## src/sv/b64e_pkg.sv

```systemverilog
// Shared types and constants for the streaming Base64 encoder.
// Holds the job record that passes from the front end to the character
// back end, the queue sizing and the sextet to ASCII mapping.
package b64e_pkg;

  localparam int QDepth = 2;
  localparam int QPtrW  = 1;
  localparam int QCntW  = 2;

  localparam logic [7:0] PadChar = 8'h3D;

  localparam logic [1:0] PhaseStart = 2'd0;
  localparam logic [1:0] PhaseOne   = 2'd1;
  localparam logic [1:0] PhaseTwo   = 2'd2;

  // One accepted byte becomes one job of one to four characters.
  typedef struct packed {
    logic [1:0]      last_idx;  // index of the final character in this job
    logic            fin;       // final character closes the message
    logic [3:0]      pad;       // per character: emit '=' instead of a sextet
    logic [3:0][5:0] sx;        // per character: 6-bit alphabet index
  } job_t;

  function automatic logic [7:0] sextet_to_ascii(input logic [5:0] idx);
    logic [7:0] c;
    begin
      if (idx < 6'd26) begin
        c = 8'h41 + {2'b00, idx};
      end else if (idx < 6'd52) begin
        c = 8'h61 + {2'b00, idx} - 8'd26;
      end else if (idx < 6'd62) begin
        c = 8'h30 + {2'b00, idx} - 8'd52;
      end else if (idx == 6'd62) begin
        c = 8'h2B;
      end else begin
        c = 8'h2F;
      end
      return c;
    end
  endfunction

endpackage

```

## src/sv/b64e_front.sv

```systemverilog
// Front end of the Base64 encoder: accepts raw bytes, tracks the position
// in the 3-byte group and turns each byte into a character job.
// Depends on b64e_pkg.
module b64e_front (
  input  logic           clk,
  input  logic           rst_n,
  input  logic           take,       // a byte is accepted at this edge
  input  logic [7:0]     data_byte,
  input  logic           last_byte,
  output b64e_pkg::job_t job
);

  logic [1:0] phase_r, phase_nxt;
  logic [3:0] left_r, left_nxt;

  always_comb begin
    job       = '0;
    phase_nxt = b64e_pkg::PhaseStart;
    left_nxt  = 4'd0;
    case (phase_r)
      b64e_pkg::PhaseOne: begin
        job.sx[0] = {left_r[1:0], data_byte[7:4]};
        if (last_byte) begin
          job.sx[1]    = {data_byte[3:0], 2'b00};
          job.pad[2]   = 1'b1;
          job.last_idx = 2'd2;
          job.fin      = 1'b1;
        end else begin
          phase_nxt = b64e_pkg::PhaseTwo;
          left_nxt  = data_byte[3:0];
        end
      end
      b64e_pkg::PhaseTwo: begin
        job.sx[0]    = {left_r, data_byte[7:6]};
        job.sx[1]    = data_byte[5:0];
        job.last_idx = 2'd1;
        job.fin      = last_byte;
      end
      default: begin
        // Start of a group; the unused phase code behaves the same way.
        job.sx[0] = data_byte[7:2];
        if (last_byte) begin
          job.sx[1]    = {data_byte[1:0], 4'b0000};
          job.pad[2]   = 1'b1;
          job.pad[3]   = 1'b1;
          job.last_idx = 2'd3;
          job.fin      = 1'b1;
        end else begin
          phase_nxt = b64e_pkg::PhaseOne;
          left_nxt  = {2'b00, data_byte[1:0]};
        end
      end
    endcase
  end

  always_ff @(posedge clk) begin
    if (!rst_n) begin
      phase_r <= b64e_pkg::PhaseStart;
      left_r  <= 4'd0;
    end else if (take) begin
      phase_r <= phase_nxt;
      left_r  <= left_nxt;
    end
  end

endmodule

```

## src/sv/b64e_queue.sv

```systemverilog
// Short job queue between the encoder front end and the character back end.
// Depends on b64e_pkg for the job record and the queue depth.
module b64e_queue (
  input  logic           clk,
  input  logic           rst_n,
  input  logic           push,
  input  b64e_pkg::job_t push_job,
  output logic           not_full,
  input  logic           pop,
  output logic           head_valid,
  output b64e_pkg::job_t head_job
);

  b64e_pkg::job_t             mem_r [b64e_pkg::QDepth];
  logic [b64e_pkg::QPtrW-1:0] wr_ptr_r, rd_ptr_r;
  logic [b64e_pkg::QCntW-1:0] cnt_r;
  logic                       do_push, do_pop;

  assign not_full   = (cnt_r != b64e_pkg::QCntW'(b64e_pkg::QDepth));
  assign head_valid = (cnt_r != '0);
  assign head_job   = mem_r[rd_ptr_r];
  assign do_push    = push && not_full;
  assign do_pop     = pop && head_valid;

  always_ff @(posedge clk) begin
    if (do_push) begin
      mem_r[wr_ptr_r] <= push_job;
    end
  end

  always_ff @(posedge clk) begin
    if (!rst_n) begin
      wr_ptr_r <= '0;
      rd_ptr_r <= '0;
      cnt_r    <= '0;
    end else begin
      if (do_push) begin
        wr_ptr_r <= wr_ptr_r + 1'b1;
      end
      if (do_pop) begin
        rd_ptr_r <= rd_ptr_r + 1'b1;
      end
      case ({do_push, do_pop})
        2'b10:   cnt_r <= cnt_r + 1'b1;
        2'b01:   cnt_r <= cnt_r - 1'b1;
        default: cnt_r <= cnt_r;
      endcase
    end
  end

endmodule

```

## src/sv/b64e_back.sv

```systemverilog
// Back end of the Base64 encoder: walks the characters of the head job,
// maps each sextet to ASCII and holds it in the output register.
// Depends on b64e_pkg.
module b64e_back (
  input  logic           clk,
  input  logic           rst_n,
  input  logic           head_valid,
  input  b64e_pkg::job_t head_job,
  output logic           pop,
  output logic           out_tvalid,
  input  logic           out_tready,
  output logic [7:0]     out_tdata,
  output logic           out_tlast
);

  logic       out_valid_r;
  logic [7:0] out_char_r, out_char_nxt;
  logic       out_last_r, out_last_nxt;
  logic [1:0] idx_r, idx_nxt;
  logic       load, emit, at_end;

  assign load   = !out_valid_r || out_tready;
  assign emit   = load && head_valid;
  assign at_end = (idx_r == head_job.last_idx);
  assign pop    = emit && at_end;

  always_comb begin
    out_char_nxt = head_job.pad[idx_r] ? b64e_pkg::PadChar
                                       : b64e_pkg::sextet_to_ascii(head_job.sx[idx_r]);
    out_last_nxt = head_job.fin && at_end;
    idx_nxt      = at_end ? 2'd0 : idx_r + 2'd1;
  end

  always_ff @(posedge clk) begin
    if (!rst_n) begin
      out_valid_r <= 1'b0;
      idx_r       <= 2'd0;
    end else if (load) begin
      out_valid_r <= head_valid;
      if (head_valid) begin
        idx_r <= idx_nxt;
      end
    end
  end

  always_ff @(posedge clk) begin
    if (emit) begin
      out_char_r <= out_char_nxt;
      out_last_r <= out_last_nxt;
    end
  end

  assign out_tvalid = out_valid_r;
  assign out_tdata  = out_char_r;
  assign out_tlast  = out_last_r;

  // An empty queue never leaves the walk in the middle of a job.
  a_idle_idx: assert property (@(posedge clk) disable iff (!rst_n)
    !head_valid |-> idx_r == 2'd0)
    else $error("character index nonzero with empty queue");

  // The walk never steps past the final character of the head job.
  a_idx_bound: assert property (@(posedge clk) disable iff (!rst_n)
    head_valid |-> idx_r <= head_job.last_idx)
    else $error("character index beyond job length");

  // While the closing character of a message is held, the next job starts fresh.
  a_last_restart: assert property (@(posedge clk) disable iff (!rst_n)
    (out_valid_r && out_last_r) |-> idx_r == 2'd0)
    else $error("final character shown mid-job");

endmodule

```

## src/sv/base64_stream_encoder_unit.sv

```systemverilog
// Top level of the streaming Base64 encoder (standard alphabet, padded).
// Depends on b64e_pkg, b64e_front, b64e_queue and b64e_back.
//
// Usage:
//   The input channel carries one raw message byte per beat; in_tlast marks
//   the final byte of a message. The output channel carries one ASCII
//   character per beat; out_tlast marks the final character of a message.
//   A message is encoded in 3-byte groups: bytes one and two of a group give
//   one character each, byte three gives two. A last byte closes a partial
//   group with zero fill and '=' padding, giving up to four characters.
//   A byte accepted by the front end is registered as a job in the queue;
//   its first character is then registered on the output when that side is free.
//   Throughput: the back end emits one character per cycle while the
//   receiver is ready, so a byte is taken every cycle while the queue has
//   room; a full group of three bytes gives four characters. The
//   two-entry job queue lets the front keep accepting while the back drains.
//   Reset (rst_n low, synchronous) empties the queue, drops any held
//   character and returns to the start of a group.
//   When the receiver stalls, the held character stays on the output and
//   the queue fills; in_tready drops once the queue is full.
module base64_stream_encoder_unit (
  input  logic       clk,
  input  logic       rst_n,
  input  logic       in_tvalid,
  output logic       in_tready,
  input  logic [7:0] in_tdata,   // [7:0] data_byte
  input  logic       in_tlast,   // last_byte
  output logic       out_tvalid,
  input  logic       out_tready,
  output logic [7:0] out_tdata,  // [7:0] encoded_char
  output logic       out_tlast   // last_char
);

  b64e_pkg::job_t new_job, head_job;
  logic           q_not_full, head_valid, pop, take;

  // A byte is taken whenever the queue has room for its job.
  assign in_tready = q_not_full;
  assign take      = in_tvalid && q_not_full;

  b64e_front u_front (
    .clk       (clk),
    .rst_n     (rst_n),
    .take      (take),
    .data_byte (in_tdata),
    .last_byte (in_tlast),
    .job       (new_job)
  );

  b64e_queue u_queue (
    .clk        (clk),
    .rst_n      (rst_n),
    .push       (take),
    .push_job   (new_job),
    .not_full   (q_not_full),
    .pop        (pop),
    .head_valid (head_valid),
    .head_job   (head_job)
  );

  b64e_back u_back (
    .clk        (clk),
    .rst_n      (rst_n),
    .head_valid (head_valid),
    .head_job   (head_job),
    .pop        (pop),
    .out_tvalid (out_tvalid),
    .out_tready (out_tready),
    .out_tdata  (out_tdata),
    .out_tlast  (out_tlast)
  );

endmodule

```

## config.mk

```make
export PLATFORM = sky130hd
export DESIGN_NAME = base64_stream_encoder_unit
export DESIGN_NICKNAME = d
export VERILOG_FILES = /design/src/sv/b64e_pkg.sv /design/src/sv/b64e_front.sv /design/src/sv/b64e_queue.sv /design/src/sv/b64e_back.sv /design/src/sv/base64_stream_encoder_unit.sv
export SDC_FILE = /design/constraint.sdc
export NUM_CORES = 1
export LEC_CHECK = 0
export BUFFER_PORTS_ARGS = -buffer_cell sky130_fd_sc_hd__buf_2
export CAP_MARGIN = 30
export CORE_MARGIN = 2
export CORE_UTILIZATION = 40
export DETAILED_ROUTE_END_ITERATION = 8
export GPL_ROUTABILITY_DRIVEN = 0
export PLACE_DENSITY = 0.6
export REMOVE_ABC_BUFFERS = 1
export SLEW_MARGIN = 10
export SYNTH_ARGS = -nofsm -noshare
export SYNTH_HDL_FRONTEND = slang
export SYNTH_HIERARCHICAL = 1
export SYNTH_SLANG_ARGS = --single-unit
```

## constraint.sdc

```tcl
create_clock -name clk -period 3.75 [get_ports clk]
set_input_delay 0.5625 -clock clk [delete_from_list [all_inputs] [get_ports clk]]
set_output_delay 0.5625 -clock clk [all_outputs]
set_load 0.01 [all_outputs]
```

After elaboration in Yosys (flattened, before gate mapping):

Memory sizes are Yosys's and may differ from the RTL's. A register that Yosys moved wholly into a read port is not among the register bits.
Index checks and enable logic that the tools add are counted.

* add/subtract/negate cells: 10
* order comparisons: 4
* eq/ne operators: 7
* multiplexer cells: 29
* reductions and logical operators: 12

Operator list (number)
* $mux 8: 3
* $pmux 12 s2: 1
* $mux 6: 3
* $add 7x6->8 const A: 2
* $bmux 6 s2: 1
* $lt 6x6->1 const B: 2
* $mux 1: 8
* $pmux 2 s2: 2
* $pmux 4 s2: 1
* $sub 8x5->8 const B: 1
* $sub 8x6->8 const B: 1
* $add 6x6->7 const A: 1
* $eq 6x6->1 const B: 1
* $logic_and 1x1->1: 6
* $lt 6x5->1 const B: 1
* $mux 2: 3
* $mux 3: 2
* $pmux 3 s2: 1
* $mux 5: 1
* $add 2x1->2 const B: 2
* $eq 2x1->1 const B: 2
* $eq 2x2->1 const B: 2
* $mux 4: 1
* $reduce_bool 2->1: 2
* other kinds (11): 12

* register bits: 22
* memory bits (writable): 34
* bits of input ports: 13
* output and inout port bits: 11
* word-level logic and storage cells: 72
* memories: 1

Memories
* u_queue.mem_r: depth 2, bits a word 17, rd ports 1, clocked after Yosys merged registers in 1, wr ports 1, line b64e_queue.sv:14 `b64e_pkg::job_t mem_r [b64e_pkg::QDepth];`

Depth between registers and ports, before layout:

Gate-level depths: netlist of the first run.

* depth after elaboration: 7
* mapped depth: 11
* gate-level depth less buffers: 9

Hierarchy:

Netlist of the first run, hierarchy kept.

By module, submodules not included
* b64e_queue: times used 1, cells an instance 120, area an instance 2461.1 sq um, seq. area each 1961.9 sq um
* b64e_back: times used 1, cells an instance 102, area an instance 1056.0 sq um, seq. area each 330.3 sq um
* b64e_front: times used 1, cells an instance 84, area an instance 653.1 sq um, seq. area each 120.1 sq um
* base64_stream_encoder_unit: times used 1, cells an instance 1, area an instance 6.3 sq um, seq. area each 0.0 sq um

Least setup slack after synthesis of the first run:

OpenSTA, ideal clock, no wires.

* kind: register to register
* from: register with a tool-made name
* to: register u_back.out_char_r[3] (netlist: u_back/out_tdata[3]) (data pin)
* setup time: 0.259 ns
* arrival: 2.852 ns
* required time: 3.491 ns
* path slack: 0.639 ns
* cell stages (with the launch flop): 12
* path buffers: 2
* period minus slack after synthesis: 3.111 ns
* cell sequence: dfxtp_1 > buf_2 > mux2_2 > mux4_1 > inv_1 > ha_1 > or2_2 > o211ai_2 > and2_1 > buf_2 > o311a_1 > a211o_1

RTL lines
* to (signal assigned): line b64e_back.sv:48 `out_char_r <= out_char_nxt;`
* to (decl): line b64e_back.sv:17 `logic [7:0] out_char_r, out_char_nxt;`

==> out/summary.md, run 1 <==
The flow ran to the end, and the final reports show no timing, DRC or antenna violations. The portion of the clock cycle consumed by the worst path in the final layout is 0.919. Power comes to 3050 µW. For the overall track demand over capacity in global routing, the log shows 0.136. The top cell type's share of synthesized area was 0.510. 24 I/O pins were placed. Total leakage power: 0.00161 µW. sky130_fd_sc_hd__edfxtp_1 is the most common cell in the netlist.

After detailed routing, the number of remaining DRC violations is 0. The run gives 4800 µm as the detailed-placement wirelength estimate. In the post-synthesis netlist, the biggest area contributors are sky130_fd_sc_hd__edfxtp_1 51%, sky130_fd_sc_hd__mux2_2 8.6%, sky130_fd_sc_hd__dfxtp_1 6.7%.

The worst setup path is of the reg -> reg kind. For the pin with the worst max-slew slack, the measured transition is 602 ps. The async set or reset register ratio after synthesis came out at 0. The final number of hold-violating endpoints came out at 0.

The tools report the root buffer cell as sky130_fd_sc_hd__clkbuf_8. The final worst slack is 304 ps, and the peak ir drop on the vdd network is 0.285 mV. The tools report the final core utilization as 0.445. For the post-cts gate resize count, the log shows 0. The logs give 0 for the number of max-cap violations and 3550 ps for the data arrival time of the worst path. Layout-stage area growth over the synthesis result: 8.96%.

The most frequently used flop master after synthesis was sky130_fd_sc_hd__edfxtp_1. TritonCTS built the clock tree. The sequential-to-total area share from yosys stat was 0.578; the number of pins exceeding their max-slew limit in the final report was 0. The die covers 0.0113 mm². The slowest cell on the critical path is sky130_fd_sc_hd__dfxtp_1.

The detailed router finished its first iteration with 109 violations. Dividing the detail-routed wire length by the instance count gives 14.9 µm. The count of buffering cells on the critical path with inverters included is 1, and the count of clock tree sinks is 85.

The die is 106 µm tall. After layout, the minimum clock period comes to 3450 ps. The classification of the worst-slack hold path was reg -> reg. The run gives 32 as the maximum number of pins on one net before global-route repair. After technology mapping, the gate count stands at 307. The number of hold buffers added after CTS was 0. The total number of nets in the final design was 355.

Number of antenna violations at the first check in global routing: 0. The synthesized netlist occupies a cell area of 0.00418 mm². Buffers added to address setup during post-CTS repair amount to 0. The die is 106 µm wide. The number of iterations in the first detailed-routing pass was 5.

The final layout contains routed wiring with a total length of 7040 µm. Synthesis inferred 85 register bits. STA classifies the critical path startpoint as a flop. The total via count after detailed routing is 2404, and the worst endpoint required time is 3860 ps.

On the worst path, the slowest cell contributes a delay of 690 ps. Number of synthesized flops with an enable pin: 71. The first global-routing pass estimated 11700 µm of wire. Via-per-instance ratio: 5.08.

TritonCTS created 9 clock buffers. Setup violations remaining at the end of the flow were counted as 0. The later pin in the worst-skew pair is clocked with a latency of 350 ps. The run gives 0.290 GHz as the maximum clock frequency. The proportion of layout cells with a drive suffix above 1 came out at 0.261. Top cell type by total area after synthesis: sky130_fd_sc_hd__edfxtp_1. The run gives 0.408 as the initial standard-cell utilization of the core. Dividing total power by cell area gives a power density of 669 mW/mm².

The via count of the first global-routing pass was 2381. The logs give 9.46 ps for the setup skew after layout and 0.0102 mm² for the area inside the core boundary. The run gives 309 ps as the setup slack at placement. In this run the most critical hold path is launched from u_front/left_r[3].

The kind of cell with the highest combined delay along the critical path is multiplexers. The tools report the kind of end point of the critical path as a flop. The clock-pin slew on the worst setup and hold paths was 80 ps; the leftover overflow at the end of global routing was 0. The H-tree was split into 3 levels. The count of buffers inserted at the top-level ports is 23, and the highest fanout seen on the critical path is 14.

The commonest cells after synthesis are 71 x sky130_fd_sc_hd__edfxtp_1, 32 x sky130_fd_sc_hd__mux2_2, 16 x sky130_fd_sc_hd__buf_4. The detail route stage leaves a number of antenna-violating nets equal to 0. The run gives 53 as the count of unique library cells instantiated by Yosys. The sum of negative setup slack came out at 0 ps. Traced cell by cell, the critical path runs through mux2_2 -> mux4_1 -> inv_1 -> ha_1 -> or2_2 -> o211ai_2 -> and2_1 -> o311a_1 -> a211o_1. Setup repair after global routing left no endpoint under its margin.

During synthesis, Yosys emitted a total of 6 warnings. The final antenna diode count was 0; the row count was 37. A synthesized cell averages 13.6 µm². The headroom to the max-slew limit came out at 0.599. The clock passes through at most 2 buffers.
[final timing paths]
check	to	slack [ps]	cells after the start
max reg2reg	u_back/out_tdata[3]	300	9
min reg2reg	u_front/left_r[3]	480	1
min	u_front/left_r[3]	480	1
max	u_back/out_tdata[3]	300	9
[metal layers]
layer  vias up  share of wire  wire length [µm]  global-route usage
met4         0          0.016               116              0.0592
met2        50           0.47              3300               0.215
met5         -              0                 0                   0
met3        10          0.032               227              0.0319
li1       1179              -                 -                   -
met1      1165           0.48              3400               0.179
[report_power, final]
part	switching [µW]	leakage [µW]	internal (µW)
clock	327	0.0000939	307
combinational	592	0.000735	467
sequential	74.1	0.000781	1280
total	993	0.00161	2050
[sequential cells by signal, indices dropped and copies added (netlist names), 2 cells and up, named ones only]
| register | count |
|---|---|
| u_queue/cnt_r | 2 |
| u_front/left_r | 4 |
| u_back/idx_r | 2 |
| u_front/phase_r | 2 |
| u_back/out_tdata | 8 |
| u_queue/mem_r | 62 |
[placed cells by master (no fill, tap or decap), types with 7 or more instances in the layout]
master,n
sky130_fd_sc_hd__clkbuf_8,9
sky130_fd_sc_hd__conb_1,14
sky130_fd_sc_hd__ha_1,10
sky130_fd_sc_hd__nand2b_1,7
sky130_fd_sc_hd__nand2_1,14
sky130_fd_sc_hd__nor2_1,8
sky130_fd_sc_hd__inv_1,11
sky130_fd_sc_hd__and2_1,8
sky130_fd_sc_hd__nor2b_1,7
sky130_fd_sc_hd__a21oi_1,8
sky130_fd_sc_hd__edfxtp_1,71
sky130_fd_sc_hd__o21ai_0,13
sky130_fd_sc_hd__buf_2,23
sky130_fd_sc_hd__mux2_2,32
sky130_fd_sc_hd__dfxtp_1,14
sky130_fd_sc_hd__buf_4,7
sky130_fd_sc_hd__a22oi_1,7
[logic make-up after synthesis]
group | Yosys count | synth area share
adders and majority gates | 10 | 0.0300
other | 1 | 0.000898
xor gates and xnor gates | 5 | 0.0105
and+or+nand+nor | 71 | 0.0995
DFF | 85 | 0.578
buffers and inverters | 40 | 0.0587
AOI/OAI and AO/OA | 56 | 0.0944
muxes | 39 | 0.129
[final cells by class]
type | instances | area (µm²)
inverter | 11 | 41.3
sequential | 85 | 2410
fill | 933 | 5680
tap | 136 | 170
clock inverter | 6 | 63.8
multi-input combinational | 195 | 1570
clock buffer | 10 | 128
timing repair buffer | 30 | 168
[per-stage QoR]
stage	std cells	cell area (µm²)	hold slack, ps
after CTS	473	4550	469
final	473	4550	479
after floorplan	291	4020	443
after global placement	457	4360	460
after global routing	473	4550	486
after detailed placement	457	4360	468
Power figures use the tool's default switching activity.
==> inputs of run 2 (changes only) <==
--- a/config.mk
+++ b/config.mk
@@ -9,6 +9,7 @@
 export CAP_MARGIN = 30
 export CORE_MARGIN = 2
 export CORE_UTILIZATION = 40
+export CTS_BUF_LIST = sky130_fd_sc_hd__clkbuf_16
 export DETAILED_ROUTE_END_ITERATION = 8
 export GPL_ROUTABILITY_DRIVEN = 0
 export PLACE_DENSITY = 0.6
==> out/summary.md, run 2 (synthesized netlist as in run 1, its figures left out) <==
The run finished with clean final reports. The y dimension of the die works out to 106 µm. In this run the count of I/O pins placed on the die edge is 24. Along the worst path, the maximum fanout reaches 14. The final number of hold-violating endpoints was 0; the power density normalized to cell area was 703 mW/mm². The number of filler cells placed in the layout was 923; the sum of negative setup slack was 0 ps. The placed instances occupy a cell area of 0.00436 mm².

The library cells used most frequently in the layout, excluding fill and tap cells, are 71 x sky130_fd_sc_hd__edfxtp_1, 32 x sky130_fd_sc_hd__mux2_2, 23 x sky130_fd_sc_hd__buf_2. Setup repair after global routing left no endpoint under its margin. Post-CTS repair changed the size of 0 cells. For this design, the CTS-stage hold fixing added 0 buffers.

The clock insertion delay at the later pin of the skew report was 320 ps; the peak per-stage delay on the critical path was 690 ps. The run gives 0 as the number of max-cap violations. Including well taps, the total number of placed cells is 457. The min-delay analysis places its worst path in the category reg -> reg. The proportion of layout cells with a drive suffix above 1 works out to 0.261. In the final design database the tool counted 355 nets.

The area inside the core boundary came out at 0.0102 mm². The most flop-heavy register was u_queue/mem_r. For the pin with the worst max-slew slack, the measured transition is 583 ps.

The worst setup path is captured at a flop. The floorplan step set the die width to 106 µm. The area growth from synthesis to layout is 11.4%. Area of all sequential standard cells: 0.00241 mm². Walking the worst path, the cells encountered are mux2_2 -> mux4_1 -> inv_1 -> ha_1 -> or2_2 -> o211ai_2 -> and2_1 -> o311a_1 -> a211o_1. For the headroom to the max-slew limit, the log shows 0.611. Counting I/O delays and the setup requirement, the final critical path takes 3450 ps. The clock arrives with 6.56 ps of skew.

The overall track demand over capacity in global routing was 0.135. For this design, the slowest cell found on the critical path is sky130_fd_sc_hd__dfxtp_1. The count of buffers inserted at the top-level ports is 23. Critical register-to-register path endpoint: u_back/out_tdata[3]. Across the VDD grid, the largest voltage drop is 0.291 mV. The number of pins exceeding their max-slew limit in the final report was 0. The pre-antenna-repair detailed-routing pass consisted of 4 iterations. For this run, design rule violations remaining after detail routing come to 0. For this run the aggregate overflow at the end of global routing stands at 0. The first global-routing pass estimated 11800 µm of wire. The commonest non-fill, non-tap cell in the layout was sky130_fd_sc_hd__edfxtp_1. Setup violations remaining at the end of the flow were counted as 0.

Overall power consumption: 3270 µW. For the initial standard-cell utilization of the core, the log shows 0.408. The run gives 0.455 as the final core utilization. For the number of levels in the clock H-tree, the log shows 3.

The routed design has 7020 µm of wire. The tools report the flop-to-flop setup slack as 300 ps. In this run the remaining antenna-violating nets after routing total 0. In the final routed layout, each cell accounts on average for 14.8 µm. The tools report the kind of launch point of the worst setup path as a flop. The portion of the clock cycle consumed by the worst path in the final layout was 0.920; the total via count after detailed routing was 2398. The number of antenna violations at the first check in global routing was 0; the number of buffers inserted by post-CTS setup repair was 0. Detailed placement ended at an HPWL of 4800 µm.

Following the worst setup path forward leads to its endpoint at u_back/out_tdata[3]. Summing all non-filler instances in the final layout gives an area of 0.00465 mm². Total leakage power: 0.00166 µW. Timing would allow up to 0.290 GHz. The setup path with the least slack is of type reg -> reg.

The worst endpoint required time was 3820 ps; the via-per-instance ratio was 5.07. The floorplan step defined a die boundary enclosing 0.0113 mm². The number of flip-flops under the largest register name was 62; the maximum number of buffers from clock root to sink was 2. The count of clock tree sinks is 85.

TritonCTS built the clock tree. The initialized floorplan defines 37 standard-cell rows. The cell sitting at the root of the clock tree is a sky130_fd_sc_hd__clkbuf_16.

The run gives 2392 as the via count of the first global-routing pass. In the final layout, the multi-input gates occupy 0.00157 mm². Clock-pin slew was measured on the worst setup and hold paths at 60 ps. The logs give 473 for the post-layout instance count excluding filler cells and 3520 ps for the data arrival time of the worst path. The number of clock buffers added by TritonCTS is 9.

The worst reg2reg path depth is 9. Entering global routing, the biggest net connects 32 pins. The detailed router finished its first iteration with 107 violations. The final antenna diode count is 0.
run 2: cell count changes in the layout (fill, tap and decap cells not counted), sizes merged:
cell / previous run / this run
inv: 11 / 12
clkbuf: 10 / 9
run 2: worst min path at each step:
stage	startpoint	endpoint	slack, ps	depth (start not counted)
CTS	u_front/left_r[3]	u_front/left_r[3]	480	1
global route	u_front/left_r[3]	u_front/left_r[3]	500	1
global placement	u_front/left_r[3]	u_front/left_r[3]	460	1
detailed placement	u_front/left_r[3]	u_front/left_r[3]	470	1
floorplan	u_front/left_r[2]	u_front/left_r[2]	440	1
finish	u_front/left_r[3]	u_front/left_r[3]	480	1
run 2: final cells by class:
class	count	area share
well taps	136	0.0366
flip-flops and latches	85	0.519
multi-input cells	195	0.337
clock buffers	9	0.0484
inverters	11	0.00888
repair buffers	30	0.0360
clock inverters	7	0.0145
run 2: critical path: cells and delay by family, from the launching register on:
family | cells | cell delay, ps
flip-flops | 1 | 690
AND/OR/NAND/NOR | 2 | 380
multiplexers | 2 | 1050
adder cells (fa/ha/maj) | 1 | 190
AO/OA/AOI/OAI | 3 | 730
buffers and inverters | 1 | 160
run 2: stage by stage:
step | worst slack (ps) | hold WS (ps)
after floorplan | 247 | 443
after global placement | 446 | 460
after detailed placement | 309 | 468
after CTS | 304 | 482
after global routing | 103 | 500
final | 300 | 476
run 2: layer usage:
metal | GRT usage | up-vias | part of all wire
met4 | 0.0508 | 0 | 0.0073
met3 | 0.0300 | 4 | 0.028
li1 | - | 1183 | -
met2 | 0.216 | 39 | 0.48
met1 | 0.180 | 1172 | 0.48
met5 | 0 | - | 0
run 2: where the power goes:
group / leakage [µW] / internal [µW] / total, µW / switching [µW]
combinational: 0.000735 / 467 / 1060 / 590
sequential: 0.000781 / 1280 / 1360 / 74.6
clock: 0.000144 / 512 / 858 / 346
total: 0.00166 / 2260 / 3270 / 1010
